[src/q2e_pkg.sv]
package q2e_pkg;

  localparam int QUAT_WIDTH = 16;
  localparam int MFRAC = 28;
  localparam int MW = 40;
  localparam int ZW = 28;
  localparam int CORDIC_STEPS = 20;
  localparam int SQ_STEPS = 32;
  localparam int SQW = 64;
  localparam int ANGLE_W = 16;
  localparam int CODE_W = 2;
  localparam longint NEAR_LO = 64'sd265751101;
  localparam longint NEAR_HI = 64'sd271119811;
  localparam int ANGLE_LIMIT = 23040;
  localparam int RIGHT_ANGLE_Q7 = 11520;

  localparam logic [CODE_W-1:0] CODE_NORMAL = 2'd0;
  localparam logic [CODE_W-1:0] CODE_NEAR_POS = 2'd1;
  localparam logic [CODE_W-1:0] CODE_NEAR_NEG = 2'd2;

  typedef struct packed {
    logic signed [MW-1:0] x;
    logic signed [MW-1:0] y;
    logic signed [ZW-1:0] z;
  } cordic_t;

  function automatic logic signed [ZW-1:0] atan_deg(input int i);
    logic signed [ZW-1:0] r;
    case (i)
      0: r = 28'sd2949120;
      1: r = 28'sd1740967;
      2: r = 28'sd919879;
      3: r = 28'sd466945;
      4: r = 28'sd234379;
      5: r = 28'sd117304;
      6: r = 28'sd58666;
      7: r = 28'sd29335;
      8: r = 28'sd14668;
      9: r = 28'sd7334;
      10: r = 28'sd3667;
      11: r = 28'sd1833;
      12: r = 28'sd917;
      13: r = 28'sd458;
      14: r = 28'sd229;
      15: r = 28'sd115;
      16: r = 28'sd57;
      17: r = 28'sd29;
      18: r = 28'sd14;
      19: r = 28'sd7;
      default: r = '0;
    endcase
    return r;
  endfunction

  function automatic cordic_t cordic_pre(input logic signed [MW-1:0] y,
                                         input logic signed [MW-1:0] x);
    cordic_t c;
    c.x = x;
    c.y = y;
    c.z = '0;
    if (x < 0) begin
      if (y >= 0) begin
        c.x = y;
        c.y = -x;
        c.z = 28'sd5898240;
      end else begin
        c.x = -y;
        c.y = x;
        c.z = -28'sd5898240;
      end
    end
    return c;
  endfunction

  function automatic logic signed [ANGLE_W-1:0] to_q7(input logic signed [ZW-1:0] z);
    logic signed [ZW:0] r;
    r = ($signed({z[ZW-1], z}) + (ZW+1)'(256)) >>> 9;
    if (r > (ZW+1)'(ANGLE_LIMIT)) r = (ZW+1)'(ANGLE_LIMIT);
    if (r < -(ZW+1)'(ANGLE_LIMIT)) r = -(ZW+1)'(ANGLE_LIMIT);
    return r[ANGLE_W-1:0];
  endfunction

endpackage

[src/q2e_sqrt_cell.sv]
module q2e_sqrt_cell #(
  parameter int STEP = 0
) (
  input  logic                         clk,
  input  logic [q2e_pkg::SQW-1:0]      rem_in,
  input  logic [q2e_pkg::SQW-1:0]      root_in,
  output logic [q2e_pkg::SQW-1:0]      rem_out,
  output logic [q2e_pkg::SQW-1:0]      root_out
);

  localparam logic [q2e_pkg::SQW-1:0] BIT = q2e_pkg::SQW'(1) << (62 - 2 * STEP);
  logic [q2e_pkg::SQW-1:0] trial;

  assign trial = root_in + BIT;

  always_ff @(posedge clk) begin
    if (rem_in >= trial) begin
      rem_out  <= rem_in - trial;
      root_out <= (root_in >> 1) + BIT;
    end else begin
      rem_out  <= rem_in;
      root_out <= root_in >> 1;
    end
  end

endmodule

[config.mk]
export PLATFORM = sky130hd
export DESIGN_NAME = q2e_sqrt_cell
export DESIGN_NICKNAME = d
export VERILOG_FILES = /design/src/q2e_pkg.sv /design/src/q2e_sqrt_cell.sv
export SDC_FILE = /design/constraint.sdc
export NUM_CORES = 1
export LEC_CHECK = 0
export BUFFER_PORTS_ARGS = -buffer_cell sky130_fd_sc_hd__buf_2
export CORE_UTILIZATION = 55
export CTS_CLUSTER_DIAMETER = 80
export DETAILED_ROUTE_END_ITERATION = 8
export PLACE_DENSITY = 0.92
export RECOVER_POWER = 50
export REMOVE_ABC_BUFFERS = 1
export SYNTH_ARGS = -nofsm -noshare
export SYNTH_HDL_FRONTEND = slang
export SYNTH_SLANG_ARGS = --single-unit
[constraint.sdc]
create_clock -name clk -period 6.6 [get_ports clk]
set_clock_uncertainty 0.1 [all_clocks]
set_input_delay 1.32 -clock clk [delete_from_list [all_inputs] [get_ports clk]]
set_output_delay 1.32 -clock clk [all_outputs]
set_load 0.02 [all_outputs]
==> metrics.yaml, run 1 <==
place:
  gp_congestion: 0.9146
  portBuffers: 256
  dp_hpwl_um: 15920
timing:
  rsz0062_at_grt: "no"
  holdWs_ns: 0.9043
  hold_violations: 0
  worstMarginPinSlew_ns: 0.7166
  slew-limit-headroom: 0.5160
  fin_crit_ns: 4.506
  max_freq_ghz: 0.2219
  finalMaxSlewViolations: 0
  setup_viol: 0
  fin_crit_sh: 0.6827
routing:
  dr.first_iter.drc_count: 523
  first_pass_iters: 5
  top_layer: "met5"
  wl_met1_um: 8504
  dr_wl_met3_um: 1496
  totalWireLength_um: 20760
  antenna_left: 0
  routed_via_density: 5.514
  post-route-drc-count: 0
  routedWlPerCell_um: 15.80
  vias: 7246
  met2_length_um: 9957
synth:
  yosys.area.top_type: "dfxtp_1"
  synth_xor_area_frac: 0.06693
  synthDistinctLibCells: 58
  synthAdderAreaFrac: 0.1120
  synthCells: 885
  ys_ff_latch: 128
  yosys.area_share.simple: 0.1549
  synthMuxAreaShare: 0.02288
  synth_top_family_by_area: "compound AO/OA/AOI/OAI gates"
  synth_area_leaders: "dfxtp_1 35%, ha_1 11%, a21oi_1 7.6%"
  synth_edf_count: 0
  yosysWarnings: 0
  yosysTopAreaCellShare: 0.3497
  synth.avg_cell_area_um2: 8.281
  ys_seq_area_frac: 0.3497
  synthArstFlopShare: 0
  syn_area_mm2: 0.007328
  synth_common_cells: "128 x dfxtp_1, 111 x a21oi_1, 82 x nor2_1, 78 x inv_1, 64 x ha_1"
  synth.most_common_cell: "dfxtp_1"
  ys.flop_type: "dfxtp_1"
  synth_compound_area_frac: 0.2327
worst_setup_path:
  crit_fanout: 48
  critPathArrivalTime_ns: 4.72
  startpoint_type: "input pin"
  cp-end-kind: "flop"
  critPathKind: "input pin to flop"
  cp.required_ns: 6.81
global_routing:
  grt_pass1_wl_um: 33300
  grt_overflow: 0
  antenna_found_initial: 5
  grt_usage: 0.3003
  grt_pass1_vias: 7006
  grt_max_degree: 50
final_layout:
  nNetsFinal: 1320
  seqCellArea_mm2: 0.002562
  final_core_util: 0.7163
  nFillCells: 1070
  multi_input_area_mm2: 0.004319
  area_growth_pct: 25.35
  drive_above_1_share: 0.1845
clock_tree:
  tritoncts: "built"
  htree_num_levels: 4
  post_cts_resized: 0
  ctsHoldBuffers: 0
  postCtsSetupBuffers: 0
  cts.sinks: 128
  path_clk_slew_ns: 0.06
  clk_path_buf_depth: 2
  root_buffer: "clkbuf_16"
  cts_buffers: 17
power:
  p_leak_nw: 4.481
  power.internal_mw: 1.786
  switching_share: 0.3263
  pwr-share-clk: 0.361
  pwr-share-seq: 0.341
  p_comb_frac: 0.298
  power_density_mw_per_mm2: 288.6
  power.switching_uw: 865.1
  peakVddDrop_uv: 257.1
floorplan:
  start_util: 0.5714
  die_y_um: 117.4
  design.die.area_mm2: 0.01379
  rows: 41
  num_io_pins: 257
  core_mm2: 0.01282
  die_x_um: 117.4
status:
  run_status: "complete, no violations"
min_path:
  hold_path_class: "input pin to flop"
flow_run:
  maxCapViolations: 0
critical path, cell delays in order:
cell     delay (ns)
buf_2          0.08
inv_1          0.03
ha_1           0.40
and2_1         0.19
nand3_1        0.14
or3_1          0.41
a41o_1         0.29
nor3_2         0.20
o21ai_1        0.14
o41ai_4        0.34
buf_4          0.47
or4b_1         0.47
a21oi_1        0.14
nor3_1         0.07
layer usage:
layer  up-vias  global-route usage
li1       3580                   -
met1      3286              0.3443
met2       313              0.5144
met3        65             0.07977
met4         2              0.1469
met5         -                   0
cell usage in the layout (no fill, tap or decap), drive strengths merged, types with 4 or more instances in the layout:
master	instances
a21o	49
nor2	82
o31a	5
and2	10
o21ai	43
nor3	12
a41oi	5
nand2	52
nor2b	10
ha	64
or3	4
diode	4
a211oi	4
dfxtp	128
o211ai	7
a21boi	5
xnor2	36
inv	78
buf	161
and3	13
o21a	7
xor2	20
mux2	14
nand3	14
clkinvlp	4
a21oi	111
or2	4
clkbuf	119
o21bai	11
a31oi	7
nand4	18
final cells by class:
| type | instances | share of cell area |
|---|---|---|
| antenna | 4 | 0.001090 |
| inverter | 78 | 0.03187 |
| clock inverter | 10 | 0.01471 |
| multi-input combinational | 642 | 0.4702 |
| tap | 172 | 0.02343 |
| sequential | 128 | 0.2789 |
| timing repair buffer | 259 | 0.1286 |
| clock buffer | 21 | 0.05121 |
registers in the layout, summed over array words and instances (netlist names):
name	cells
rem_out	64
root_out	64
cell families after synthesis:
kind of cell    after synthesis
compound gates              272
xor+xnor                     56
fa+ha+maj                    65
buf+inv                     115
flops                       128
mux                          15
simple gates                234
stage by stage:
stage | instances | power [mW] | worst slack [ns] | TNS [ns] | instance area, µm²
5_1_grt | 1314 | 2.775 | 1.840 | 0 | 9186
6_report | 1314 | 2.651 | 2.094 | 0 | 9186
2_1_floorplan | 848 | 1.464 | -0.3151 | -1.718 | 7174
4_1_cts | 1310 | 2.671 | 2.114 | 0 | 9299
3_3_place_gp | 1279 | 1.690 | 1.802 | 0 | 8693
3_5_place_dp | 1279 | 1.706 | 1.728 | 0 | 8693
power by group through the flow:
stage	combinational [mW]	sequential, mW	clock, mW
2_1_floorplan	0.414	1.05	0
3_3_place_gp	0.776	0.914	0
3_5_place_dp	0.789	0.917	0
4_1_cts	0.799	0.902	0.969
5_1_grt	0.857	0.911	1.01
6_report	0.790	0.903	0.957
path summary, 6_finish.rpt:
check / start / to / slack, ns / depth (start not counted)
min: root_in[38] / root_out[37]$_DFF_P_ / 0.90 / 1
max: root_in[16] / rem_out[60]$_DFF_P_ / 2.09 / 14
(Power assumes the default switching activity.)
==> inputs of run 2 (changes only) <==
CORE_UTILIZATION = 51   (was 55)
PLACE_DENSITY = 0.86   (was 0.92)
clock period = 4.3 ns   (was 6.6 ns; I/O delays follow)
==> metrics.yaml, run 2 (same netlist as run 1, synthesis figures left out) <==
worst_setup_path:
  cp-end-kind: "flop"
  cp.required_ns: 4.56
  crit_fanout: 6
  crit_buf_inv: 4
  critPathKind: "input pin to flop"
  startpoint_type: "input pin"
  critPathArrivalTime_ns: 4.27
  cp_num_cells: 16
  cp_top_family: "compound AO/OA/AOI/OAI gates"
  critical-path-max-stage-delay_ns: 0.58
  crit_chain: "buf_2 -> inv_1 -> ha_1 -> fa_1 -> nand2b_1 -> a21oi_1 -> o41ai_1 -> nor4bb_1 -> nor3_2 -> o21ai_1 -> o41ai_4 -> buf_4 -> buf_4 -> and3_1 -> a311o_1 -> nor2_1"
  cp_common_cell: "buf_4"
  cp_slowest_cell: "o41ai_1"
floorplan:
  die_y_um: 121.9
  design.die.area_mm2: 0.01485
  core_mm2: 0.01393
  die_x_um: 121.9
  start_util: 0.5259
  rows: 43
  num_io_pins: 257
routing:
  post-route-drc-count: 0
  first_pass_iters: 5
  routed_via_density: 5.464
  totalWireLength_um: 20700
  routedWlPerCell_um: 15.49
  vias: 7300
  antenna_left: 0
  dr.first_iter.drc_count: 445
clock_tree:
  cts_buffers: 17
  root_buffer: "clkbuf_16"
  postCtsSetupBuffers: 0
  tritoncts: "built"
  htree_num_levels: 4
  clk_path_buf_depth: 2
  post_cts_resized: 0
  ctsHoldBuffers: 0
  cts.sinks: 128
  path_clk_slew_ns: 0.06
timing:
  slew-limit-headroom: 0.5920
  fin_crit_ns: 4.003
  fin_crit_sh: 0.9309
  rsz0062_at_grt: "no"
  max_freq_ghz: 0.2498
  finalMaxSlewViolations: 0
  hold_violations: 0
  setup_viol: 0
  worstMarginPinSlew_ns: 0.6041
power:
  p_leak_nw: 4.551
  power_density_mw_per_mm2: 431.5
  p_total_mw: 4.004
  peakVddDrop_uv: 318.8
flow_run:
  maxCapViolations: 0
place:
  dp_hpwl_um: 16200
  portBuffers: 256
  gp_congestion: 0.9416
status:
  run_status: "complete, no violations"
min_path:
  hold_path_class: "input pin to flop"
  min_path_cells: 1
final_layout:
  nFillCells: 1201
  nNetsFinal: 1335
  drive_above_1_share: 0.2019
  final_common_cell: "buf_2"
  layout_common_cells: "165 x buf_2, 128 x dfxtp_1, 111 x a21oi_1"
  largest_registers: "rem_out: 64 flops, root_out: 64 flops"
  final_core_util: 0.6659
  area_growth_pct: 26.62
global_routing:
  grt_usage: 0.2764
  grt_max_degree: 67
  grt_overflow: 0
  antenna_found_initial: 2
  grt_pass1_wl_um: 32090
  grt_pass1_vias: 6866
-- run 2: worst paths after layout --
path	endpoint	slack, ns	start
worst max-delay path	rem_out[61]$_DFF_P_	0.30	rem_in[0]
worst min-delay path	root_out[8]$_DFF_P_	0.44	root_in[9]
-- run 2: routing by layer --
layer | global-route usage | wire length (µm) | up-vias | share of wire
li1 | - | - | 3625 | -
met1 | 0.3198 | 8497 | 3359 | 0.41
met2 | 0.4862 | 10200 | 278 | 0.49
met3 | 0.06554 | 1467 | 38 | 0.071
met4 | 0.1111 | 535 | 0 | 0.026
met5 | 0 | 0 | - | 0
-- run 2: layout make-up --
type / count / area, µm² / share of cell area
multi-input cells: 642 / 4319 / 0.4655
flip-flops and latches: 128 / 2562 / 0.2762
repair buffers: 274 / 1315 / 0.1417
clock buffers: 18 / 429.2 / 0.04625
inverters: 78 / 292.8 / 0.03155
well taps: 180 / 225.2 / 0.02427
clock inverters: 14 / 130.1 / 0.01402
diodes: 2 / 5.005 / 0.0005394
-- run 2: metrics by stage --
step | hold slack (ns) | setup WS (ns) | instance area (µm²) | instances | setup TNS [ns]
after floorplan | 0.7877 | -2.155 | 7174 | 848 | -115.82
after global placement | 0.8762 | 0.1456 | 8828 | 1302 | 0
after detailed placement | 0.8770 | -0.04760 | 8828 | 1302 | -0.04760
after CTS | 0.4350 | 0.3873 | 9388 | 1334 | 0
after global routing | 0.4309 | 0.08957 | 9276 | 1335 | 0
final | 0.4436 | 0.2973 | 9279 | 1336 | 0
-- run 2: report_power, final --
| group | internal, mW | total (mW) | switching (mW) |
|---|---|---|---|
| clock network | 0.801 | 1.37 | 0.573 |
| registers | 1.34 | 1.38 | 0.0415 |
| logic | 0.474 | 1.24 | 0.771 |
