`src/q2e_pkg.sv`:
```
package q2e_pkg;

  localparam int QUAT_WIDTH = 16;
  localparam int MFRAC = 28;
  localparam int MW = 40;
  localparam int ZW = 28;
  localparam int CORDIC_STEPS = 20;
  localparam int SQ_STEPS = 32;
  localparam int SQW = 64;
  localparam int ANGLE_W = 16;
  localparam int CODE_W = 2;
  localparam longint NEAR_LO = 64'sd265751101;
  localparam longint NEAR_HI = 64'sd271119811;
  localparam int ANGLE_LIMIT = 23040;
  localparam int RIGHT_ANGLE_Q7 = 11520;

  localparam logic [CODE_W-1:0] CODE_NORMAL = 2'd0;
  localparam logic [CODE_W-1:0] CODE_NEAR_POS = 2'd1;
  localparam logic [CODE_W-1:0] CODE_NEAR_NEG = 2'd2;

  typedef struct packed {
    logic signed [MW-1:0] x;
    logic signed [MW-1:0] y;
    logic signed [ZW-1:0] z;
  } cordic_t;

  function automatic logic signed [ZW-1:0] atan_deg(input int i);
    logic signed [ZW-1:0] r;
    case (i)
      0: r = 28'sd2949120;
      1: r = 28'sd1740967;
      2: r = 28'sd919879;
      3: r = 28'sd466945;
      4: r = 28'sd234379;
      5: r = 28'sd117304;
      6: r = 28'sd58666;
      7: r = 28'sd29335;
      8: r = 28'sd14668;
      9: r = 28'sd7334;
      10: r = 28'sd3667;
      11: r = 28'sd1833;
      12: r = 28'sd917;
      13: r = 28'sd458;
      14: r = 28'sd229;
      15: r = 28'sd115;
      16: r = 28'sd57;
      17: r = 28'sd29;
      18: r = 28'sd14;
      19: r = 28'sd7;
      default: r = '0;
    endcase
    return r;
  endfunction

  function automatic cordic_t cordic_pre(input logic signed [MW-1:0] y,
                                         input logic signed [MW-1:0] x);
    cordic_t c;
    c.x = x;
    c.y = y;
    c.z = '0;
    if (x < 0) begin
      if (y >= 0) begin
        c.x = y;
        c.y = -x;
        c.z = 28'sd5898240;
      end else begin
        c.x = -y;
        c.y = x;
        c.z = -28'sd5898240;
      end
    end
    return c;
  endfunction

  function automatic logic signed [ANGLE_W-1:0] to_q7(input logic signed [ZW-1:0] z);
    logic signed [ZW:0] r;
    r = ($signed({z[ZW-1], z}) + (ZW+1)'(256)) >>> 9;
    if (r > (ZW+1)'(ANGLE_LIMIT)) r = (ZW+1)'(ANGLE_LIMIT);
    if (r < -(ZW+1)'(ANGLE_LIMIT)) r = -(ZW+1)'(ANGLE_LIMIT);
    return r[ANGLE_W-1:0];
  endfunction

endpackage

```
`src/q2e_cordic_cell.sv`:
```
module q2e_cordic_cell #(
  parameter int STEP = 0
) (
  input  logic                clk,
  input  q2e_pkg::cordic_t    din,
  output q2e_pkg::cordic_t    dout
);

  q2e_pkg::cordic_t nxt;

  always_comb begin
    nxt = din;
    if (din.y > 0) begin
      nxt.x = din.x + (din.y >>> STEP);
      nxt.y = din.y - (din.x >>> STEP);
      nxt.z = din.z + q2e_pkg::atan_deg(STEP);
    end else begin
      nxt.x = din.x - (din.y >>> STEP);
      nxt.y = din.y + (din.x >>> STEP);
      nxt.z = din.z - q2e_pkg::atan_deg(STEP);
    end
  end

  always_ff @(posedge clk) begin
    dout <= nxt;
  end

endmodule

```
`config.mk`:
```
export PLATFORM = sky130hd
export DESIGN_NAME = q2e_cordic_cell
export DESIGN_NICKNAME = d
export VERILOG_FILES = /design/src/q2e_pkg.sv /design/src/q2e_cordic_cell.sv
export SDC_FILE = /design/constraint.sdc
export NUM_CORES = 1
export LEC_CHECK = 0
export ABC_AREA = 1
export BUFFER_PORTS_ARGS = -buffer_cell sky130_fd_sc_hd__buf_2
export CORE_UTILIZATION = 58
export CTS_BUF_LIST = sky130_fd_sc_hd__clkbuf_8 sky130_fd_sc_hd__clkbuf_16
export DETAILED_ROUTE_END_ITERATION = 16
export GPL_ROUTABILITY_DRIVEN = 1
export HOLD_SLACK_MARGIN = 0.08
export PLACE_DENSITY = 0.82
export SLEW_MARGIN = 5
export SYNTH_ARGS = -nofsm -noshare
export SYNTH_HDL_FRONTEND = slang
export SYNTH_SLANG_ARGS = --single-unit
```
`constraint.sdc`:
```
create_clock -name clk -period 3.5 [get_ports clk]
set_input_delay 0.7 -clock clk [delete_from_list [all_inputs] [get_ports clk]]
set_output_delay 0.7 -clock clk [all_outputs]
set_load 0.02 [all_outputs]
```
==> flow_summary.yaml, run 1 <==
run_status:
  status: "complete, no violations"
setup_path:
  critPathCaptureType: "flip-flop"
  cp_cell_sequence: "buf_2 -> inv_1 -> nand4_1 -> nor2_1 -> nand3_1 -> nor2_1 -> nor2_4 -> inv_2 -> ha_1 -> nand3_1 -> nand3_1 -> nand2_1 -> nand2_1 -> a21oi_1 -> o21ai_0 -> nand2_1 -> nand2_1 -> nand2_1 -> nand2_1"
  cpMostUsedCell: "nand2_1"
  cp_top_family: "simple AND/OR/NAND/NOR gates"
  path_buf_inv: 3
  cpMaxStageDelayCell: "nor2_1"
  cp.depth: 19
  worstSetupStartpoint: "din[29]"
  required_ns: 3.78
  cp_slowest_stage_delay_ns: 0.32
  critPathKind: "in2reg"
  arrival_ns: 3.36
  critPathLaunchType: "input pin"
  cp_max_fo: 9
  worstSetupEndpoint: "dout[25]$_DFF_P_"
clocking:
  cts_made_buffers: 9
  cts_hold_buf: 0
  h-tree-depth: 3
  clockBufferDepth: 2
  tritoncts: "yes"
  clk_pin_slew_ns: 0.09
  cts_root_buf: "clkbuf_16"
  post_cts_resized: 0
  cts_sinks: 107
  cts_setup_buffers: 0
grt:
  grt-ovfl-total: 0
  antenna_found_initial: 1
  grt_pass1_vias: 13500
  grt_max_degree: 81
  grtUsageTotal_pct: 42.0
  grt_pass1_wl_mm: 70.3
floorplan:
  initial_core_util_pct: 60.0
  die_w_um: 148
  ioPinCount: 217
  row_count: 52
  fp.dieH_um: 148
  core_um2: 20600
  die_area_um2: 21800
layout:
  final_nets: 2460
  reg_top3: "dout: 107 flops"
  drive_gt1_share_pct: 17.2
  largest_reg_flops: 107
  regMostFlops: "dout"
  diodes: 0
  final_util_pct: 66.7
  area_growth_pct: 11.3
  fin_area_um2: 13700
power_and_ir_drop:
  combPwrFrac_pct: 49.1
  p_leak_nw: 7.57
  switchingPower_mw: 2.36
  clkPwrFrac_pct: 21.7
  p_int_mw: 2.67
  seq_power_share_pct: 29.3
  ir_drop_v: 0.000269
  sw_frac_of_total_pct: 46.9
  power_density_nw_per_um2: 367
yosys:
  synth_flop_cell: "dfxtp_1"
  synth_top_area_share_pct: 17.4
  synthesis.nets: 2274
  ys_seq_area_share_pct: 17.4
  synth_area_um2: 12300
  ys_ff_latch: 107
  synth_edf_count: 0
  synth_top_area_cell: "dfxtp_1"
  synth_area_leaders: "dfxtp_1, nand2_1, ha_1, inv_1, nand3_1"
  synth-async-reset-ratio_pct: 0
  syn_inst: 2034
  yosys_warnings: 0
  syn_area_per_cell_um2: 6.06
  yosysUniqueCellTypes: 46
routing:
  drtPass1Iterations: 5
  viasPerCell: 5.70
  antenna_left: 0
  wl_per_cell_um: 18.5
  routed_wl_mm: 46.1
  drt_iter0_markers: 1452
  routed-via-count: 14200
  drc: 0
placement:
  hpwl_mm: 38.6
  gp_congestion: 1.03
  portBuffers: 216
  place_area_um2: 13400
sta:
  relSlewSlack_pct: 39.0
  period_needed_ns: 3.08
  clock.fmax_ghz: 0.325
  hold_viol: 0
  worstMarginPinSlew_ns: 0.915
  finalSetupViolations: 0
  slew_violations: 0
  setup_tns_ns: 0
  rsz0062_at_grt: "no"
  min_period_over_period_pct: 88.0
min_path:
  hp-class: "in2reg"
run:
  cap_violations: 0
[layout by cell type, fill, tap and decap left out, types with 5 or more instances in the layout]
cell / n
o21bai_1: 13
nand2_2: 34
nand4_1: 18
nand2_4: 8
a21oi_1: 144
o21ai_0: 103
nand2_1: 569
inv_1: 296
inv_2: 20
nor3_1: 15
nor2_1: 148
o21ai_1: 29
nand3_1: 188
ha_1: 127
nor2_2: 36
buf_2: 216
nand3_2: 6
xor2_1: 41
or2_1: 5
a21oi_2: 8
nand3b_1: 6
dfxtp_1: 107
buf_4: 12
nor2_4: 21
clkbuf_16: 9
[worst min-delay path by stage]
stage | from | slack [ns] | cells past startpoint | end
floorplan | din[0] | 0.73 | 0 | dout[0]$_DFF_P_
global placement | din[2] | 0.80 | 1 | dout[2]$_DFF_P_
detailed placement | din[5] | 0.80 | 1 | dout[5]$_DFF_P_
CTS | din[4] | 0.43 | 1 | dout[4]$_DFF_P_
global route | din[4] | 0.42 | 1 | dout[4]$_DFF_P_
finish | din[4] | 0.43 | 1 | dout[4]$_DFF_P_
[final cells by class]
class                   instances  area (um2)
clock buffers                   9         225
clock inverters                 7        73.8
fillers                      1952        6840
inverters                     317        1190
multi-input cells            1557        8570
flip-flops and latches        107        2140
well taps                     270         338
repair buffers                228        1170
[logic make-up after synthesis]
group	Yosys count	synth area share, %
simple gates	1060	38.7
buf+inv	370	13.1
compound gates	322	14.2
fa+ha+maj	131	13.5
flops	107	17.4
xor+xnor	44	3.13
[power by group through the flow]
| stage | Sequential (mW) | Combinational [mW] | Clock [mW] |
|---|---|---|---|
| after floorplan | 1.77 | 1.37 | 0 |
| after global placement | 1.49 | 2.35 | 0 |
| after detailed placement | 1.50 | 2.39 | 0 |
| after CTS | 1.48 | 2.40 | 1.09 |
| after global routing | 1.49 | 2.66 | 1.15 |
| final | 1.47 | 2.47 | 1.09 |
[Yosys cell counts (2+ instances only)]
library cell	count
o21ai_1	29
nor3_1	15
o21a_1	4
xor2_1	41
a31oi_1	2
o22ai_1	2
ha_1	127
nand3_2	6
a22oi_1	2
nand4_1	18
o21bai_1	13
nor2_1	148
and2_1	2
dfxtp_1	107
nand2_4	8
fa_1	4
nand2_2	34
a21oi_2	8
nor2_2	36
buf_2	13
nand3b_1	6
clkbuf_1	3
a21boi_0	4
nand3_1	188
nor2_4	21
inv_2	20
a21o_1	4
buf_6	17
a21oi_1	144
or2_1	5
xnor2_1	3
o21ai_0	103
buf_4	20
nand2_1	569
inv_1	296
o211ai_2	2
[per-layer routing]
layer / track usage (%) / wire length (um) / up-vias / part of all wire [%]
met4: 21.1 / 2300 / 0 / 5.0
met1: 55.3 / 19300 / 6428 / 42
met5: 0 / 0 / - / 0
met3: 6.30 / 4610 / 133 / 10
li1: - / - / 6806 / -
met2: 66.7 / 19800 / 847 / 43
[through the flow]
step           std cells  hold slack, ns  setup slack [ns]  total power, mW
3_5_place_dp        2479           0.804             0.109             3.89
6_report            2495           0.432             0.418             5.04
5_1_grt             2495           0.423             0.316             5.30
4_1_cts             2495           0.428             0.507             4.97
3_3_place_gp        2479           0.804             0.209             3.85
2_1_floorplan       2034           0.728             0.753             3.15
Power figures use the tool's default switching activity.
==> inputs of run 2 (changes only) <==
- BUFFER_PORTS_ARGS: -buffer_cell sky130_fd_sc_hd__buf_2 -> -buffer_cell sky130_fd_sc_hd__clkbuf_2
- MAX_ROUTING_LAYER: not set -> met4
==> flow_summary.yaml, run 2 (synthesis results as in run 1) <==
run_status:
  status: "complete, no violations"
setup_path:
  path_buf_inv: 2
  critPathKind: "in2reg"
  cp_max_fo: 8
  arrival_ns: 3.51
  required_ns: 3.78
  cpMaxStageDelayCell: "ha_1"
  cpMostUsedCell: "nand3_1"
  cp_slowest_stage_delay_ns: 0.39
  critPathCaptureType: "flip-flop"
  cp_cell_sequence: "clkbuf_2 -> inv_1 -> nand4_1 -> nor2_1 -> nand3_1 -> nor2_1 -> nor2_4 -> ha_1 -> nand3_1 -> nand3_1 -> nand2_1 -> nand2_1 -> a21oi_1 -> o21ai_0 -> nand3_1 -> nand3_1 -> nand2_1"
  critPathLaunchType: "input pin"
  cp_top_family: "simple AND/OR/NAND/NOR gates"
min_path:
  min-delay-start: "din[14]"
  hp-class: "in2reg"
  hold_depth: 1
  whs_endpoint: "dout[14]$_DFF_P_"
floorplan:
  core_um2: 20600
  die_area_um2: 21800
  row_count: 52
  die_w_um: 148
  ioPinCount: 217
  fp.dieH_um: 148
  initial_core_util_pct: 60.0
layout:
  final_common_cell: "nand2_1"
  regMostFlops: "dout"
  final_nets: 2460
  stdcell_count: 2495
  layout_common_cells: "nand2_1, inv_1, clkbuf_2"
  final_util_pct: 66.7
  fin_area_um2: 13700
  diodes: 0
  drive_gt1_share_pct: 17.2
  largest_reg_flops: 107
  reg_top3: "dout: 107 flops"
  area_growth_pct: 11.2
sta:
  slew_violations: 0
  whs_ns: 0.423
  hold_viol: 0
  period_needed_ns: 3.23
  worst_slack_ns: 0.273
  rsz0062_at_grt: "no"
  finalSetupViolations: 0
  clock.fmax_ghz: 0.310
  relSlewSlack_pct: 41.6
  setup_tns_ns: 0
  min_period_over_period_pct: 92.2
  worstMarginPinSlew_ns: 0.876
power_and_ir_drop:
  ir_drop_v: 0.000270
  p_leak_nw: 7.62
  power_density_nw_per_um2: 366
  total_power_mw: 5.02
run:
  cap_violations: 0
clocking:
  tritoncts: "yes"
  h-tree-depth: 3
  post_cts_resized: 0
  cts_hold_buf: 0
  clockBufferDepth: 2
  cts_root_buf: "clkbuf_16"
  cts_setup_buffers: 0
  cts_made_buffers: 9
  clk_pin_slew_ns: 0.09
  cts_sinks: 107
grt:
  grt-ovfl-total: 0
  antenna_found_initial: 0
  top_usage_layer: "met2"
  grtUsageTotal_pct: 42.0
  grt_max_degree: 78
  met1_usage_pct: 54.0
  grt.met3_usage_pct: 6.05
  grt_use_met2_pct: 65.4
  grt_pass1_wl_mm: 68.4
  grt_pass1_vias: 13300
routing:
  drc: 0
  wl_per_cell_um: 18.0
  drt_iter0_markers: 1341
  drtPass1Iterations: 6
  routed_wl_mm: 45.0
  routed-via-count: 14200
  viasPerCell: 5.69
  antenna_left: 0
placement:
  hpwl_mm: 37.7
  portBuffers: 216
  gp_congestion: 1.09
  pre_cts_slack_ns: 0.0182
  place_inst: 2479
  place_area_um2: 13400
run 2: cell types whose count changed in the layout (fill, tap and decap cells not counted):
cell,delta
clkinvlp_4,-2
buf_2,-216
clkbuf_2,+216
inv_6,+1
inv_8,+1
clkinv_2,+1
clkinv_8,-1
run 2: report_power, final:
group / total [mW] / switching, mW / internal (mW)
clock: 1.09 / 0.583 / 0.505
sequential: 1.48 / 0.0559 / 1.42
combinational: 2.45 / 1.71 / 0.739
run 2: worst max-delay path by stage:
stage          startpoint          endpoint  slack [ns]  cells past startpoint
3_3_place_gp      din[29]  dout[25]$_DFF_P_        0.17                     19
3_5_place_dp      din[29]  dout[27]$_DFF_P_        0.02                     17
4_1_cts           din[29]  dout[27]$_DFF_P_        0.41                     17
5_1_grt           din[29]  dout[27]$_DFF_P_        0.14                     17
6_report          din[29]  dout[27]$_DFF_P_        0.27                     17
2_1_floorplan     din[29]  dout[25]$_DFF_P_        0.75                     19
run 2: final cells by class:
cell class / instances / area [um2]
repair buffers: 228 / 1170
clock inverters: 7 / 67.6
fillers: 1969 / 6850
clock buffers: 9 / 225
multi-input cells: 1557 / 8570
inverters: 317 / 1190
flip-flops and latches: 107 / 2140
well taps: 270 / 338
run 2: metal layers:
metal | up-vias | wire length (um)
li1 | 6812 | -
met1 | 6419 | 18700
met2 | 825 | 19600
met3 | 145 | 4610
met4 | 0 | 2090
met5 | - | 0
